--- src/rtl/bom_pkg.sv ---
// ----------------------------------------------------------------------------
// bom_pkg
// Widths and latency constants shared by the box overlap metrics unit.
// ----------------------------------------------------------------------------
package bom_pkg;

    localparam int COORD_BITS = 16;
    localparam int FRAC_BITS  = 16;

    localparam int SIZE_BITS  = COORD_BITS - 1;
    localparam int AREA_BITS  = 2 * SIZE_BITS;
    localparam int SUM_BITS   = AREA_BITS + 1;
    localparam int RATIO_BITS = FRAC_BITS + 1;
    localparam int DIV_STAGES = FRAC_BITS + 1;

    // Pipeline control shared by the front end and the dividers
    typedef struct packed {
        logic advance;
    } pipe_ctrl_t;

endpackage

--- src/rtl/bom_qdiv.sv ---
// ----------------------------------------------------------------------------
// bom_qdiv
// Pipelined restoring divider: floor(num * 2^FRAC_BITS / den), num <= den,
// one quotient bit per stage, zero when the denominator is zero.
// ----------------------------------------------------------------------------
module bom_qdiv (
    input  logic                            aclk,
    input  bom_pkg::pipe_ctrl_t             ctrl,
    input  logic [bom_pkg::SUM_BITS-1:0]    num,
    input  logic [bom_pkg::SUM_BITS-1:0]    den,
    output logic [bom_pkg::RATIO_BITS-1:0]  quo
);
    import bom_pkg::*;

    localparam int RW = SUM_BITS + 1;

    logic [RW-1:0]         r_reg    [DIV_STAGES];
    logic [RATIO_BITS-1:0] q_reg    [DIV_STAGES];
    logic [SUM_BITS-1:0]   den_reg  [DIV_STAGES];
    logic                  zero_reg [DIV_STAGES];

    logic [RW-1:0]         r_next   [DIV_STAGES];
    logic [RATIO_BITS-1:0] q_next   [DIV_STAGES];

    // Work out each stage's partial remainder and quotient
    always_comb begin
        logic [RW-1:0] sh;
        logic          bit_q;
        bit_q     = (num >= den);
        r_next[0] = bit_q ? RW'(num - den) : RW'(num);
        q_next[0] = {{(RATIO_BITS-1){1'b0}}, bit_q};
        for (int k = 1; k < DIV_STAGES; k++) begin
            sh        = {r_reg[k-1][RW-2:0], 1'b0};
            bit_q     = (sh >= {1'b0, den_reg[k-1]});
            r_next[k] = bit_q ? (sh - {1'b0, den_reg[k-1]}) : sh;
            q_next[k] = {q_reg[k-1][RATIO_BITS-2:0], bit_q};
        end
    end

    // Advance the divider stages
    always_ff @(posedge aclk) begin
        if (ctrl.advance) begin
            r_reg[0]    <= r_next[0];
            q_reg[0]    <= q_next[0];
            den_reg[0]  <= den;
            zero_reg[0] <= (den == '0);
            for (int k = 1; k < DIV_STAGES; k++) begin
                r_reg[k]    <= r_next[k];
                q_reg[k]    <= q_next[k];
                den_reg[k]  <= den_reg[k-1];
                zero_reg[k] <= zero_reg[k-1];
            end
        end
    end

    assign quo = zero_reg[DIV_STAGES-1] ? '0 : q_reg[DIV_STAGES-1];

endmodule

--- config.mk ---
export PLATFORM = sky130hd
export DESIGN_NAME = bom_qdiv
export DESIGN_NICKNAME = d
export VERILOG_FILES = /design/src/rtl/bom_pkg.sv /design/src/rtl/bom_qdiv.sv
export SDC_FILE = /design/constraint.sdc
export NUM_CORES = 2
export LEC_CHECK = 0
export ABC_AREA = 1
export ABC_CLOCK_PERIOD_IN_PS = 3830
export BUFFER_PORTS_ARGS = -buffer_cell sky130_fd_sc_hd__buf_2
export CORE_UTILIZATION = 60
export DETAILED_ROUTE_END_ITERATION = 8
export GPL_ROUTABILITY_DRIVEN = 0
export PLACE_DENSITY = 0.76
export SLEW_MARGIN = 20
export SYNTH_ARGS = -nofsm -noshare
export SYNTH_HDL_FRONTEND = slang
export SYNTH_SLANG_ARGS = --single-unit
--- constraint.sdc ---
create_clock -name aclk -period 3.83 [get_ports aclk]
set_clock_uncertainty 0.1 [all_clocks]
set_input_delay 0.1915 -clock aclk [delete_from_list [all_inputs] [get_ports aclk]]
set_output_delay 0.1915 -clock aclk [all_outputs]
set_load 0.01 [all_outputs]
## Word-level counts from Yosys, hierarchy flattened

Memory sizes are Yosys's and may differ from the RTL's.
Cells that the tools add are included.

- Order comparisons: 17
- Add/subtract/negate cells: 17
- Reductions and logical operators: 1
- Multiplexer cells: 20

Operators with widths:

| cell | count |
|---|---|
| two-way mux 32 bit | 17 |
| >= comparator 32 x 31 -> 1 bit | 16 |
| subtractor 32 x 31 -> 32 bit | 16 |
| subtractor 31 x 31 -> 32 bit | 1 |
| >= comparator 31 bit | 1 |
| logical NOT 31 bit | 1 |
| two-way mux 17 bit | 1 |
| two-way mux 1 bit | 2 |

- Output and inout bits: 17
- Memories: 4
- Memory bits (writable): 1377
- Register bits: 0
- Input bits: 64
- Logic and storage cells: 59

Memory list:

| memory | depth | width | read ports | clocked after Yosys merged registers in | write ports | RTL line | source |
|---|---|---|---|---|---|---|---|
| r_reg | 17 | 32 | 16 | 0 | 17 | bom_qdiv.sv:17 | `logic [RW-1:0] r_reg [DIV_STAGES];` |
| den_reg | 17 | 31 | 16 | 0 | 17 | bom_qdiv.sv:19 | `logic [SUM_BITS-1:0] den_reg [DIV_STAGES];` |
| q_reg | 17 | 17 | 17 | 0 | 17 | bom_qdiv.sv:18 | `logic [RATIO_BITS-1:0] q_reg [DIV_STAGES];` |
| zero_reg | 17 | 1 | 17 | 0 | 17 | bom_qdiv.sv:20 | `logic zero_reg [DIV_STAGES];` |

## Depth between registers and ports, before layout

An unclocked memory read counts as a cell.

- Word-level depth: 3
- Depth in mapped cells: 16
- Mapped depth without buffers: 15

## Worst setup path after synthesis

Ideal clock, no wire load.

- Path kind: register to register
- From: mem den_reg[0][310] (netlist bit)
- To: mem r_reg[0][379] (netlist bit), data pin
- Path slack: 1.593 ns
- Arrival: 1.884 ns
- Stages on the path, launching flop included: 14
- Buffers on the path: 1
- Library setup time: 0.253 ns
- Clock period less this slack: 2.237 ns
- Required time: 3.477 ns
- Path through: edfxtp_1 inv_1 fa_1 nand3_1 nand3_1 nand2_1 nand2_1 nand2_1 nand2_1 nand2_1 nand3_2 buf_2 nand3_1 nand2_1

RTL lines:

| what | RTL line |
|---|---|
| start, declared | bom_qdiv.sv:19 |
| end, declared | bom_qdiv.sv:17 |

==> results by group <==
Logic synthesis
  • Asr flop ratio synth: 0%
  • Cell variety after synth: 34
  • YS warnings: 0
  • Post-synthesis sequential area ratio: 42.8%
  • Mapped Area: 81500 um^2
  • Post-Syn Instances: 11300
  • Count leader, synth: nand2_1
  • Area contributors post-synth: edfxtp_1 43%, nand2_1 22%, inv_1 11%
  • Commonest cells in the netlist: 4706 x nand2_1, 2388 x inv_1, 1162 x edfxtp_1
  • Synth top area share: 42.8%
  • Syn Nets: 11900
  • Synth Register Bits: 1162
  • Number of synthesized flops with an enable pin: 1162
  • Syn avg cell area: 7.21 um^2
  • Largest area contributor in the netlist: edfxtp_1
  • Most used flip-flop cell after synthesis: edfxtp_1

Drt
  • Wire length per cell: 17.9 um
  • Post-route DRC: 0
  • WL final: 240 mm
  • DRT iter0 DRCs: 7276
  • Drt pass-1 iters: 8
  • DR vias/cell: 5.44
  • Via count: 72800
  • Antenna Nets Post-Route: 0

Timing
  • Slew Viols, Final: 0
  • RSZ-0062 raised after global routing: no
  • Fin crit share: 81.7%
  • Max frequency: 0.320 GHz
  • Fin Setup TNS: 0 ns
  • Final Hold Vio Count: 0
  • Minimum clock period: 3.13 ns
  • Slew headroom: 33.7%
  • Setup Viol. Count Final: 0
  • Slew @ Worst Pin: 0.994 ns

Layout
  • Nets@finish: 12100
  • Final core utilization: 66.2%
  • Area growth syn-to-layout: 8.97%
  • Share of layout cells above drive strength 1: 3.46%

Floorplan
  • Core area: 134000 um^2
  • Die Span Y: 370 um
  • Die Area: 137000 um^2
  • Die width: 370 um
  • Site Rows: 134
  • I/O pin count: 81
  • Initial Utilization: 60.7%

Global route
  • Vias in the first global route: 69100
  • GRT Total Usage: 34.7%
  • Busiest grt layer: met2
  • GRT met2 Usage: 57.8%
  • Largest net degree at the start of global routing: 114
  • Grt met3 use: 4.61%
  • Routing usage on met1: 41.9%
  • GRT overflow: 0
  • Initial antenna violation count: 2
  • First-pass GRT wire length: 369 mm

Worst setup path
  • Crit Path Max Fanout: 31
  • Crit path DAT: 3.61 ns
  • CP Capture Type: flip-flop
  • Worst EP required: 4.31 ns
  • Startpoint type of the worst setup path: flip-flop
  • Critical path class: flip-flop to flip-flop

Power and ir drop
  • Final Power: 68.6 mW
  • Total leakage power: 48.3 nW
  • Worst vdd ir: 0.517 mV
  • Pwr Density: 773 nW/um^2

Clock tree
  • CTS clock-pin slew for the worst setup and hold paths: 0.08 ns
  • Root buffer cell: clkbuf_16
  • # clock sinks: 1162
  • Post-CTS resize count: 0
  • CTS tree: done
  • Maximum root-to-sink buffer count: 3
  • Htree depth: 3
  • CTS Buf Count: 121
  • Postcts setup bufs: 0
  • Worst skew pair latency: 0.78 ns

Run
  • Max Cap Viol: 0

Placed design
  • DP HPWL: 188 mm
  • I/O Buffers: 80

Status
  • Status: complete, no violations

Min path
  • Tightest Hold Check Type: primary input to flip-flop
-- what timing repair did --
item                                    CTS  global route
endpoints found under the hold margin   107             0
endpoints found under the setup margin    0             0
hold buffers                             63             0
-- logic make-up after synthesis --
family | after synthesis | share of synthesized area (%)
AND/OR/NAND/NOR | 6400 | 31.6
buffers and inverters | 2563 | 12.0
flip-flops | 1162 | 42.8
adder cells (fa/ha/maj) | 542 | 8.47
AO/OA/AOI/OAI | 392 | 2.57
XOR/XNOR | 238 | 2.56
-- report_power, final --
group / switching, mW / internal (mW) / leakage [nW]
registers: 3.09 / 18.9 / 11.4
clock network: 5.24 / 6.76 / 1.95
logic: 23.2 / 11.4 / 35.0
total: 31.5 / 37.0 / 48.3
-- layout make-up --
| cell class | instances | area, um^2 |
|---|---|---|
| repair buffers | 199 | 1610 |
| clock inverters | 82 | 872 |
| clock buffers | 142 | 3130 |
| well taps | 1768 | 2210 |
| diodes | 7 | 17.5 |
| fillers | 11300 | 45400 |
| multi-input cells | 7572 | 36800 |
| inverters | 2456 | 9220 |
| flip-flops and latches | 1162 | 34900 |
-- layout by cell type, fill, tap and decap left out, types with 8 or more instances in the layout --
cell / Yosys / final
clkinv_1: 9 / 24
fa_1: 16 / 16
dlygate4sd3_1: 0 / 63
ha_1: 526 / 526
clkinv_2: 0 / 21
bufinv_16: 0 / 13
inv_2: 59 / 59
nor3_1: 47 / 47
clkbuf_1: 8 / 20
edfxtp_1: 1162 / 1162
and2_1: 52 / 52
clkbuf_16: 0 / 122
inv_1: 2388 / 2388
clkinv_4: 0 / 12
nand2_1: 4706 / 4706
and3_1: 15 / 15
or2_1: 8 / 8
o21ai_0: 13 / 13
o21ai_1: 44 / 44
inv_6: 0 / 9
o21bai_1: 47 / 47
nand3b_1: 52 / 52
nand3_1: 682 / 682
xor2_1: 234 / 234
buf_4: 4 / 44
buf_2: 94 / 79
or2_2: 14 / 14
nor2_1: 681 / 681
a21oi_1: 281 / 281
buf_12: 0 / 12
nand4_1: 132 / 132
-- worst max-delay path, cell delays in order, from the launching register on --
cell	delay, ns
edfxtp_1	0.38
inv_1	0.14
fa_1	0.52
nand3_1	0.12
nand3_1	0.15
nand2_1	0.10
nand2_1	0.12
nand2_1	0.11
nand3_1	0.08
nand2_1	0.07
nand2_1	0.05
buf_4	0.23
inv_2	0.48
nand2_1	0.13
nand2_1	0.17
-- per-layer routing --
| layer | vias up | routed length, um | share of wire, % |
|---|---|---|---|
| met5 | - | 0 | 0 |
| met4 | 0 | 19000 | 7.9 |
| met3 | 968 | 20000 | 8.3 |
| met2 | 3539 | 111000 | 46 |
| met1 | 32900 | 90500 | 38 |
| li1 | 35400 | - | - |
-- per-stage QoR --
| stage | hold slack, ns | instance area (um^2) | cells | setup slack, ns |
|---|---|---|---|---|
| 4_1_cts | 0.0133 | 88700 | 13400 | 0.781 |
| 3_3_place_gp | 0.288 | 84100 | 13100 | 0.823 |
| 6_report | 0.0673 | 88800 | 13400 | 0.700 |
| 3_5_place_dp | 0.292 | 84100 | 13100 | 0.816 |
| 2_1_floorplan | 0.190 | 81500 | 11300 | 1.59 |
| 5_1_grt | 0.0702 | 88700 | 13400 | 0.493 |
-- final timing paths --
path	slack (ns)	end	startpoint	depth (start not counted)
worst max-delay path	0.70	r_reg[0][254]	den_reg[0][186]	14
worst max register to register	0.70	r_reg[0][254]	den_reg[0][186]	14
worst min register to register	0.31	q_reg[3][3]	q_reg[2][19]	0
worst min-delay path	0.07	den_reg[0][18]	den[18]	2
(Power assumes the default switching activity.)
